## config.mk

```make
export PLATFORM = sky130hd
export DESIGN_NAME = nmea_sentence_field_parser_core
export DESIGN_NICKNAME = d
export VERILOG_FILES = /design/src/rtl/nsfp_pkg.sv /design/src/rtl/nsfp_in_stage.sv /design/src/rtl/nsfp_field_engine.sv /design/src/rtl/nmea_sentence_field_parser_core.sv
export SDC_FILE = /design/constraint.sdc
export NUM_CORES = 1
export LEC_CHECK = 0
export ABC_AREA = 1
export ABC_CLOCK_PERIOD_IN_PS = 8000
export BUFFER_PORTS_ARGS = -buffer_cell sky130_fd_sc_hd__buf_2
export CAP_MARGIN = 0
export CORE_UTILIZATION = 59
export DETAILED_ROUTE_END_ITERATION = 10
export GPL_TIMING_DRIVEN = 0
export PLACE_DENSITY = 0.79
export SLEW_MARGIN = 25
export SYNTH_ARGS = -nofsm -noshare
export SYNTH_HDL_FRONTEND = slang
export SYNTH_SLANG_ARGS = --single-unit
```

## constraint.sdc

```tcl
create_clock -name clk -period 8 [get_ports clk]
set_input_delay 1.6 -clock clk [delete_from_list [all_inputs] [get_ports clk]]
set_output_delay 1.6 -clock clk [all_outputs]
set_load 0.02 [all_outputs]
```

## src/rtl/nsfp_pkg.sv

```systemverilog
`timescale 1ns / 1ps
// ----------------------------------------------------------------------------
// nsfp_pkg
// Types, character codes and sentence schedules for the NMEA field parser.
// ----------------------------------------------------------------------------
package nsfp_pkg;

	// parser phases
	localparam logic [1:0] PH_HUNT   = 2'd0;
	localparam logic [1:0] PH_ID     = 2'd1;
	localparam logic [1:0] PH_FIELDS = 2'd2;

	// field kinds
	localparam logic [1:0] K_NUM  = 2'd0;
	localparam logic [1:0] K_FLAG = 2'd1;
	localparam logic [1:0] K_TEXT = 2'd2;

	// sentence codes
	localparam logic [2:0] SENT_GGA  = 3'd0;
	localparam logic [2:0] SENT_HDG  = 3'd1;
	localparam logic [2:0] SENT_RMB  = 3'd2;
	localparam logic [2:0] SENT_RMC  = 3'd3;
	localparam logic [2:0] SENT_VTG  = 3'd4;
	localparam logic [2:0] SENT_LOST = 3'd5;

	// characters
	localparam logic [7:0] CH_DOLLAR = 8'h24;
	localparam logic [7:0] CH_COMMA  = 8'h2C;
	localparam logic [7:0] CH_STAR   = 8'h2A;
	localparam logic [7:0] CH_DOT    = 8'h2E;
	localparam logic [7:0] CH_ZERO   = 8'h30;
	localparam logic [7:0] CH_NINE   = 8'h39;
	localparam logic [7:0] CH_NUL    = 8'h00;

	localparam logic [39:0] NAME_GGA = "GPGGA";
	localparam logic [39:0] NAME_HDG = "GPHDG";
	localparam logic [39:0] NAME_RMB = "GPRMB";
	localparam logic [39:0] NAME_RMC = "GPRMC";
	localparam logic [39:0] NAME_VTG = "GPVTG";

	typedef struct packed {
		logic       func;
		logic [7:0] rx_byte;
	} item_t;

	typedef struct packed {
		logic [2:0]  sentence;
		logic [3:0]  field_index;
		logic [1:0]  field_kind;
		logic [31:0] number;
		logic        flag;
		logic        last_field;
	} result_t;

	typedef struct packed {
		logic [1:0] kind;
		logic [7:0] arg;   // fraction places for numbers, expected letter for flags
	} field_desc_t;

	function automatic field_desc_t fd(input logic [1:0] kind, input logic [7:0] arg);
		field_desc_t d;
		d.kind = kind;
		d.arg  = arg;
		return d;
	endfunction

	function automatic field_desc_t sched_lookup(input logic [2:0] s, input logic [3:0] idx);
		field_desc_t d;
		d = fd(K_NUM, 8'd0);
		case (s)
			SENT_GGA: begin
				case (idx)
					4'd1, 4'd3: d = fd(K_NUM, 8'd3);
					4'd2:       d = fd(K_FLAG, "N");
					4'd4:       d = fd(K_FLAG, "E");
					default:    d = fd(K_NUM, 8'd0);
				endcase
			end
			SENT_HDG: begin
				case (idx)
					4'd0:       d = fd(K_NUM, 8'd2);
					4'd1, 4'd3: d = fd(K_NUM, 8'd3);
					4'd2, 4'd4: d = fd(K_FLAG, "E");
					default:    d = fd(K_NUM, 8'd0);
				endcase
			end
			SENT_RMB: begin
				case (idx)
					4'd0, 4'd12:       d = fd(K_FLAG, "A");
					4'd1, 4'd9, 4'd11: d = fd(K_NUM, 8'd2);
					4'd2:              d = fd(K_FLAG, "L");
					4'd3, 4'd4:        d = fd(K_TEXT, 8'd0);
					4'd5, 4'd7:        d = fd(K_NUM, 8'd3);
					4'd6:              d = fd(K_FLAG, "N");
					4'd8:              d = fd(K_FLAG, "E");
					4'd10:             d = fd(K_NUM, 8'd1);
					default:           d = fd(K_NUM, 8'd0);
				endcase
			end
			SENT_RMC: begin
				case (idx)
					4'd1:              d = fd(K_FLAG, "A");
					4'd2, 4'd4, 4'd6:  d = fd(K_NUM, 8'd3);
					4'd3:              d = fd(K_FLAG, "N");
					4'd5, 4'd10:       d = fd(K_FLAG, "E");
					4'd7, 4'd9:        d = fd(K_NUM, 8'd2);
					default:           d = fd(K_NUM, 8'd0);
				endcase
			end
			SENT_VTG: begin
				case (idx)
					4'd1:    d = fd(K_FLAG, "T");
					4'd3:    d = fd(K_FLAG, "M");
					4'd5:    d = fd(K_FLAG, "N");
					default: d = fd(K_NUM, 8'd1);
				endcase
			end
			default: d = fd(K_NUM, 8'd0);
		endcase
		return d;
	endfunction

	function automatic logic [3:0] sched_len(input logic [2:0] s);
		logic [3:0] n;
		case (s)
			SENT_GGA: n = 4'd7;
			SENT_HDG: n = 4'd5;
			SENT_RMB: n = 4'd13;
			SENT_RMC: n = 4'd11;
			SENT_VTG: n = 4'd7;
			default:  n = 4'd13;
		endcase
		return n;
	endfunction

endpackage

```

## src/rtl/nsfp_in_stage.sv

```systemverilog
`timescale 1ns / 1ps
// ----------------------------------------------------------------------------
// nsfp_in_stage
// Input register: captures one received byte or timeout event per transaction.
// ----------------------------------------------------------------------------
module nsfp_in_stage import nsfp_pkg::*; (
	input  logic  clk,
	input  logic  arst_n,
	input  logic  in_valid,
	output logic  in_ready,
	input  item_t in_item,
	input  logic  out_free,
	output logic  valid_s1,
	output logic  advance,
	output item_t item_s1
);

	logic vld_s1;

	assign valid_s1 = vld_s1;
	assign advance  = vld_s1 & out_free;
	assign in_ready = ~vld_s1 | out_free;

	always_ff @(posedge clk or negedge arst_n) begin
		if (!arst_n) begin
			vld_s1 <= 1'b0;
		end else if (in_ready) begin
			vld_s1 <= in_valid;
		end
	end

	// hold the payload until the engine takes it
	always_ff @(posedge clk) begin
		if (in_valid && in_ready) begin
			item_s1 <= in_item;
		end
	end

endmodule

```

## src/rtl/nsfp_field_engine.sv

```systemverilog
`timescale 1ns / 1ps
// ----------------------------------------------------------------------------
// nsfp_field_engine
// Sentence state, field scanning and the result register.
// ----------------------------------------------------------------------------
module nsfp_field_engine import nsfp_pkg::*; #(
	parameter int TOKEN_BUF = 16
) (
	input  logic    clk,
	input  logic    arst_n,
	input  logic    advance,
	input  item_t   item_s1,
	input  logic    out_ready,
	output logic    out_free,
	output logic    out_valid,
	output result_t res
);

	localparam int TLW = $clog2(TOKEN_BUF);

	logic [1:0]     phase_q, n_phase;
	logic [7:0]     id_q [0:4];
	logic [7:0]     n_id [0:4];
	logic [2:0]     id_len_q, n_id_len;
	logic [2:0]     kind_q, n_kind;
	logic [3:0]     fnum_q, n_fnum;
	logic [TLW-1:0] tok_q, n_tok;
	logic [31:0]    acc_q, n_acc;
	logic           frac_q, n_frac;
	logic [1:0]     places_q, n_places;
	logic           stop_q, n_stop;
	logic [7:0]     first_q, n_first;

	logic           emit;
	result_t        res_d;
	logic           out_valid_q;
	field_desc_t    cur;
	field_desc_t    nxt;
	logic [39:0]    id_word;

	assign out_valid = out_valid_q;
	assign out_free  = ~out_valid_q | out_ready;

	always_comb begin
		logic [7:0] c;
		logic       tok_end;
		logic       start;
		logic       is_last;
		c        = item_s1.rx_byte;
		tok_end  = 1'b0;
		start    = 1'b0;
		is_last  = 1'b0;
		n_phase  = phase_q;
		n_id     = id_q;
		n_id_len = id_len_q;
		n_kind   = kind_q;
		n_fnum   = fnum_q;
		n_tok    = tok_q;
		n_acc    = acc_q;
		n_frac   = frac_q;
		n_places = places_q;
		n_stop   = stop_q;
		n_first  = first_q;
		emit     = 1'b0;
		res_d    = '0;
		id_word  = '0;
		cur      = sched_lookup(kind_q, fnum_q);

		if (item_s1.func) begin
			n_phase        = PH_HUNT;
			start          = 1'b1;
			emit           = 1'b1;
			res_d.sentence = SENT_LOST;
		end else if (phase_q == PH_HUNT) begin
			if (c == CH_DOLLAR) begin
				n_phase  = PH_ID;
				n_id_len = 3'd0;
				start    = 1'b1;
			end
		end else begin
			if (c == CH_COMMA || c == CH_STAR) begin
				tok_end = 1'b1;
			end else begin
				if (phase_q == PH_ID) begin
					if (!stop_q) begin
						if (c == CH_NUL) begin
							n_stop = 1'b1;
						end else begin
							if (id_len_q < 3'd5) n_id[id_len_q] = c;
							if (id_len_q < 3'd6) n_id_len = id_len_q + 3'd1;
						end
					end
				end else begin
					if (tok_q == '0) n_first = c;
					if (cur.kind == K_NUM && !stop_q) begin
						if (c == CH_NUL) begin
							n_stop = 1'b1;
						end else if (c == CH_DOT) begin
							n_frac = 1'b1;
						end else if (frac_q && places_q == 2'd0) begin
							n_stop = 1'b1;
						end else begin
							if (frac_q) n_places = places_q - 2'd1;
							if (c < CH_ZERO || c > CH_NINE) begin
								n_stop = 1'b1;
							end else begin
								n_acc = (acc_q << 3) + (acc_q << 1) + {24'd0, c - CH_ZERO};
							end
						end
					end
				end
				n_tok = tok_q + 1'b1;
				if (tok_q == TLW'(TOKEN_BUF - 2)) tok_end = 1'b1;
			end

			if (tok_end) begin
				start = 1'b1;
				if (phase_q == PH_ID) begin
					id_word = {n_id[0], n_id[1], n_id[2], n_id[3], n_id[4]};
					n_phase = PH_FIELDS;
					n_fnum  = 4'd0;
					if (n_id_len != 3'd5) begin
						n_phase = PH_HUNT;
					end else if (id_word == NAME_GGA) begin
						n_kind = SENT_GGA;
					end else if (id_word == NAME_HDG) begin
						n_kind = SENT_HDG;
					end else if (id_word == NAME_RMB) begin
						n_kind = SENT_RMB;
					end else if (id_word == NAME_RMC) begin
						n_kind = SENT_RMC;
					end else if (id_word == NAME_VTG) begin
						n_kind = SENT_VTG;
					end else begin
						n_phase = PH_HUNT;
						n_fnum  = fnum_q;
					end
				end else begin
					is_last = (fnum_q + 4'd1) >= sched_len(kind_q);
					emit              = 1'b1;
					res_d.sentence    = kind_q;
					res_d.field_index = fnum_q;
					res_d.field_kind  = cur.kind;
					res_d.last_field  = is_last;
					if (cur.kind == K_NUM) begin
						// pad with a constant power of ten for the places still left
						case (n_places)
							2'd1:    res_d.number = n_acc * 32'd10;
							2'd2:    res_d.number = n_acc * 32'd100;
							2'd3:    res_d.number = n_acc * 32'd1000;
							default: res_d.number = n_acc;
						endcase
					end else if (cur.kind == K_FLAG) begin
						res_d.flag = (n_first == cur.arg);
					end
					if (is_last) begin
						n_phase = PH_HUNT;
						n_fnum  = 4'd0;
					end else begin
						n_fnum = fnum_q + 4'd1;
					end
				end
			end
		end

		nxt = sched_lookup(n_kind, n_fnum);
		if (start) begin
			n_tok    = '0;
			n_acc    = '0;
			n_frac   = 1'b0;
			n_stop   = 1'b0;
			n_first  = '0;
			n_places = (n_phase == PH_FIELDS && nxt.kind == K_NUM) ? nxt.arg[1:0] : 2'd0;
		end
	end

	always_ff @(posedge clk or negedge arst_n) begin
		if (!arst_n) begin
			phase_q  <= PH_HUNT;
			id_q     <= '{default: 8'd0};
			id_len_q <= '0;
			kind_q   <= '0;
			fnum_q   <= '0;
			tok_q    <= '0;
			acc_q    <= '0;
			frac_q   <= 1'b0;
			places_q <= '0;
			stop_q   <= 1'b0;
			first_q  <= '0;
		end else if (advance) begin
			phase_q  <= n_phase;
			id_q     <= n_id;
			id_len_q <= n_id_len;
			kind_q   <= n_kind;
			fnum_q   <= n_fnum;
			tok_q    <= n_tok;
			acc_q    <= n_acc;
			frac_q   <= n_frac;
			places_q <= n_places;
			stop_q   <= n_stop;
			first_q  <= n_first;
		end
	end

	always_ff @(posedge clk or negedge arst_n) begin
		if (!arst_n) begin
			out_valid_q <= 1'b0;
		end else if (out_free) begin
			out_valid_q <= advance & emit;
		end
	end

	// load the result only when a transaction is produced
	always_ff @(posedge clk) begin
		if (advance && emit) begin
			res <= res_d;
		end
	end

`ifndef SYNTHESIS
	a_timeout_result: assert property (@(posedge clk) disable iff (!arst_n)
		advance && item_s1.func |=> out_valid_q && res.sentence == SENT_LOST)
		else $error("timeout did not produce a signal-lost result");

	a_lost_zero: assert property (@(posedge clk) disable iff (!arst_n)
		out_valid_q && res.sentence == SENT_LOST |->
			res.number == 32'd0 && res.field_index == 4'd0 && !res.last_field)
		else $error("signal-lost result carries field data");

	a_tok_bound: assert property (@(posedge clk) disable iff (!arst_n)
		tok_q <= TLW'(TOKEN_BUF - 2))
		else $error("token length passed the buffer limit");

	a_hunt_clean: assert property (@(posedge clk) disable iff (!arst_n)
		phase_q == PH_HUNT |-> tok_q == '0 && acc_q == 32'd0 && places_q == 2'd0)
		else $error("token state not cleared while hunting");

	a_fnum_bound: assert property (@(posedge clk) disable iff (!arst_n)
		phase_q == PH_FIELDS |-> fnum_q < sched_len(kind_q))
		else $error("field number beyond the sentence schedule");
`endif

endmodule

```

## src/rtl/nmea_sentence_field_parser_core.sv

```systemverilog
`timescale 1ns / 1ps
// ----------------------------------------------------------------------------
// nmea_sentence_field_parser_core
// NMEA 0183 sentence parser: splits GGA/HDG/RMB/RMC/VTG into decoded fields.
// ----------------------------------------------------------------------------
// Usage:
//   The slave channel carries one received character (s_tdata) or one
//   receive-timeout event (s_tuser = 1) per transaction. The master channel
//   carries at most one decoded field per input transaction: sentence and
//   field kind in m_tuser, field index, scaled number and flag in m_tdata,
//   and m_tlast on the final field of a sentence schedule. A timeout yields a
//   signal-lost transaction and drops any sentence in progress.
//   The input register takes each accepted transaction; the engine then
//   loads the result register once the output has room, and m_tvalid rises
//   with it for the closing transaction. The parser takes one input
//   transaction per cycle while the output does not stall.
//   While a result waits with m_tready low the engine holds, also for bytes
//   that give no field; the input register takes one more transaction, then
//   s_tready drops and everything holds.
//   Reset (arst_n low) empties both registers and returns the parser to
//   hunting for '$'.
// ----------------------------------------------------------------------------
module nmea_sentence_field_parser_core import nsfp_pkg::*; #(
	parameter int TOKEN_BUF = 16
) (
	input  logic        clk,
	input  logic        arst_n,
	input  logic        s_tvalid,
	output logic        s_tready,
	input  logic [7:0]  s_tdata,   // [7:0] rx_byte
	input  logic        s_tuser,   // [0] func
	output logic        m_tvalid,
	input  logic        m_tready,
	output logic [39:0] m_tdata,   // [3:0] field_index, [35:4] number, [36] flag, zero pad
	output logic [4:0]  m_tuser,   // [2:0] sentence, [4:3] field_kind
	output logic        m_tlast    // last_field
);

	item_t   in_item;
	item_t   item_s1;
	logic    valid_s1;
	logic    advance;
	logic    out_free;
	result_t res;

	assign in_item.func    = s_tuser;
	assign in_item.rx_byte = s_tdata;

	nsfp_in_stage u_in_stage (
		.clk      (clk),
		.arst_n   (arst_n),
		.in_valid (s_tvalid),
		.in_ready (s_tready),
		.in_item  (in_item),
		.out_free (out_free),
		.valid_s1 (valid_s1),
		.advance  (advance),
		.item_s1  (item_s1)
	);

	nsfp_field_engine #(
		.TOKEN_BUF (TOKEN_BUF)
	) u_engine (
		.clk       (clk),
		.arst_n    (arst_n),
		.advance   (advance),
		.item_s1   (item_s1),
		.out_ready (m_tready),
		.out_free  (out_free),
		.out_valid (m_tvalid),
		.res       (res)
	);

	assign m_tdata = {3'b000, res.flag, res.number, res.field_index};
	assign m_tuser = {res.field_kind, res.sentence};
	assign m_tlast = res.last_field;

`ifndef SYNTHESIS
	a_stall_blocks_input: assert property (@(posedge clk) disable iff (!arst_n)
		valid_s1 && m_tvalid && !m_tready |-> !s_tready)
		else $error("input accepted while both registers are full");

	a_flow: assert property (@(posedge clk) disable iff (!arst_n)
		!valid_s1 |-> s_tready)
		else $error("input refused with an empty input register");

	a_adv: assert property (@(posedge clk) disable iff (!arst_n)
		advance |-> valid_s1 && (!m_tvalid || m_tready))
		else $error("engine advanced without room for a result");
`endif

endmodule

```

==> summary.md <==
The logs give 0.178 mV for the worst-case vdd ir drop and 0 for the number of endpoints failing setup at the final stage. The detail-routed net length per standard cell came out at 17.3 microns. After floorplanning, the core was sized to cover 32500 sq um.

Fraction of final layout cells with drive strength greater than 1: 11.5%. TritonCTS built the clock tree. The tools report the count of unique library cells instantiated by Yosys as 61.

Share of flip-flops with an asynchronous set or reset after synthesis: 66.2%. Register bit count reported by yosys: 154. Counting cells, the worst reg-to-reg path comes to 39.

Setup repair after global routing could not meet its margin everywhere. For this design the static power due to leakage is 11.0 nW. The logs give 4120 sq um for the sequential cell area and 0 for the final max-slew violation count. After clock tree synthesis, the clock-pin slew on the worst setup and hold paths is 0.07 ns.

The synthesized netlist devotes 15.5% of its cell area to compound gates. In this run the worst hold path is classified as flop to flop. Relative to the synthesized area, the layout overhead comes to 10.7%. On the critical path, the stage with the largest delay is an instance of sky130_fd_sc_hd__fa_1.

Total congestion overflow: 0. The synthesized-area fraction occupied by adder cells was 27.1%; the area share of and/or/nand/nor cells after synthesis was 22.1%. The vias per cell came out at 5.78.

The initial antenna violation count was 0. The total wire length after detailed routing was 55.3 mm. The highest achievable clock rate is 129 MHz. The nature of the critical path endpoint was a flop. The first TritonRoute pass finished after 7 iterations. The critical path is of the flop to flop type. The area share of xor/xnor cells in the synthesized design is 3.06%, and the remaining number of nets flagged by the antenna check after routing is 0. Final layout net count: 3109. The most numerous cell in the Yosys netlist was sky130_fd_sc_hd__nand2_1. The number of buffers created by CTS was 17.

Entering global routing, the biggest net connects 58 pins. Of the post-synthesis cell area, the dominant cell type holds 15.1%. Clock skew on the completed layout was measured at 0.0136 ns.

The power per cell area was 185 nW/um^2. Max-slew headroom at the worst pin: 26.5%. No sink is reached through more buffers than the 2 on the longest clock path. Yosys printed 0 warnings. The cell accounting for the most synthesized area is sky130_fd_sc_hd__ha_1.

Hold repair after CTS inserted 0 buffers. For the worst setup path, the data arrival time is 7.97 ns. The tree is rooted in a sky130_fd_sc_hd__clkbuf_16. Hold is met by 0.488 ns.

The initial utilization of the core area, before any placement, comes to 60.0%. The count of input and output buffers is 57, and the actual slew at the worst max-slew pin is 1.09 ns. The run finished with clean final reports. Once layout is complete, the utilization of the core stands at 66.4%.

Measured along the y axis, the die boundary spans 184 microns. Of all nets on the critical path, the largest fanout is 6. For the finished layout, the period the worst path requires is 7.77 ns.

The number of synthesized flops with an enable pin works out to 52. Pin placement for this block handled 61 I/O pins. Routability-driven placement finished with a final weighted congestion of 0.991.

Post-synthesis cell count: 2641. For this block, the via count after detailed routing is 18500. Among the stages of the critical path, the cell type that occurs most often is sky130_fd_sc_hd__inv_1. Sequential elements use 21.1% of the synthesized area.

The final HPWL from detailed placement came out at 43.3 mm. The global-route usage over all layers is 33.2%, and the area occupied by multi-input gates is 13500 sq um. The number of rows in the core area is 66.

For the final-report hold violation count, the log shows 0. At the worst endpoint, the required time is 8.20 ns. The number of max-cap violations was 0; the number of cells on the worst hold path was 2. The period utilization came out at 97.1%. The logs give 154 for the clock net sink count and 0 for the residual DRC count. From left edge to right edge, the die measures 184 microns.

STA classifies the critical path startpoint as a flop. The run gives 18129 as the via count of the first global-routing pass. By area, the combinational part of the netlist is dominated by adder cells.

The run gives 0 as the number of diodes. By count the netlist is led by 544 x sky130_fd_sc_hd__nand2_1, 469 x sky130_fd_sc_hd__inv_1, 235 x sky130_fd_sc_hd__ha_1. The delay of the slowest cell on the worst path was 0.55 ns; the average size of a mapped cell was 7.37 sq um. The number of DRC violations after detailed-routing iteration 0 was 1556; the depth of the CTS H-tree was 4. The mapped netlist covers 19500 sq um. The wire length of the first global-routing pass is 88.6 mm. By area the synthesized netlist is led by sky130_fd_sc_hd__ha_1 15%, sky130_fd_sc_hd__dfrtp_1 13%, sky130_fd_sc_hd__fa_1 12%, sky130_fd_sc_hd__nand2_1 10%, sky130_fd_sc_hd__inv_1 9.0%. The filler cell count is 2779. Of the post-synthesis cell area, the part taken by muxes is 0%.

The commonest register cell after synthesis is sky130_fd_sc_hd__dfrtp_1. The floorplan step defined a die boundary enclosing 33700 sq um. The source-to-sink clock delay at the later pin of the worst-skew pair came out at 0.47 ns.
## what timing repair did
item	CTS	global route
resized for setup	56	72
pin swaps	5	12
endpoints found under the setup margin	20	13
buffers inserted	7	13
## power breakdown
part,internal [W],switching [W]
combinational,0.000744,0.00138
clock,0.000441,0.000403
sequential,0.000925,0.0000852
## cells in the final DEF, fill, tap and decap left out, drive strengths merged, types with 6 or more instances in the layout
cell type / n
nor3: 27
inv: 491
xnor2: 33
fa: 117
o21ai: 228
o2111ai: 6
a21oi: 193
a211oi: 8
or2: 17
dfrtp: 102
clkbuf: 41
o22ai: 35
a31oi: 20
nor2: 201
buf: 112
nand2: 573
edfxtp: 52
xor2: 35
clkinv: 8
ha: 235
o211ai: 8
nand3: 125
nand4: 30
a21boi: 6
## sequential cells by signal, summed over array words and instances, names as in the netlist
signal,cells
u_engine.out_valid,1
u_engine.res,43
u_in_stage.item_s1,9
u_engine.fnum_q,4
u_engine.phase_q,2
u_engine.frac_q,1
u_in_stage.valid_s1,1
u_engine.id_len_q,3
u_engine.acc_q,32
u_engine.first_q,8
u_engine.tok_q,4
u_engine.stop_q,1
u_engine.places_q,2
u_engine.kind_q,3
u_engine.id_q,40
## cells by family after synthesis
| family | Yosys count |
|---|---|
| xor gates and xnor gates | 68 |
| AOI/OAI and AO/OA | 540 |
| other | 1 |
| DFF | 154 |
| adders and majority gates | 352 |
| and+or+nand+nor | 984 |
| buffers and inverters | 542 |
## stage by stage
stage                     instances  setup TNS, ns  setup WS (ns)  cell area [sq um]  total power (W)
after CTS                      3186              0        0.00935              21200          0.00390
after floorplan                2643              0          0.329              19500          0.00253
after global routing           3199         -0.389         -0.103              21500          0.00430
after detailed placement       3147         -17.52          -1.76              20400          0.00301
final                          3199              0          0.229              21500          0.00398
after global placement         3142         -16.70          -1.71              20300          0.00294
## worst max-delay path: cells and delay by family (launching register included)
kind	cells	cell delay [ns]
AOI/OAI and AO/OA	7	1.09
and+or+nand+nor	15	1.93
adders and majority gates	8	3.01
xor gates and xnor gates	1	0.15
buffers and inverters	8	0.87
DFF	1	0.45
## path summary, 6_finish.rpt
kind	start	end	slack, ns
setup / recovery	u_in_stage.item_s1[5]	u_engine.res[27]	0.23
hold / removal	u_engine.id_q[8]	u_engine.id_q[8]	0.49
setup reg to reg	u_in_stage.item_s1[5]	u_engine.res[27]	0.23
hold reg to reg	u_engine.id_q[8]	u_engine.id_q[8]	0.49
max in group asynchronous	arst_n	u_engine.acc_q[3]	6.29
min in group asynchronous	arst_n	u_engine.id_q[22]	1.05
## final cells by class
class,instances,share of cell area (%)
multi-input combinational,1947,62.9
sequential,154,19.1
inverter,488,8.56
tap,442,2.57
timing repair buffer,82,2.56
clock buffer,17,1.98
buffer,54,1.57
clock inverter,15,0.732
## routing by layer
metal / wire length, microns / vias to the layer above / track usage, %
met5: 0 / - / 0
li1: - / 8875 / -
met3: 3310 / 183 / 4.93
met1: 23200 / 8657 / 41.4
met2: 26400 / 785 / 56.2
met4: 2390 / 0 / 16.1
Note: power is estimated with default switching activity, not from simulation.
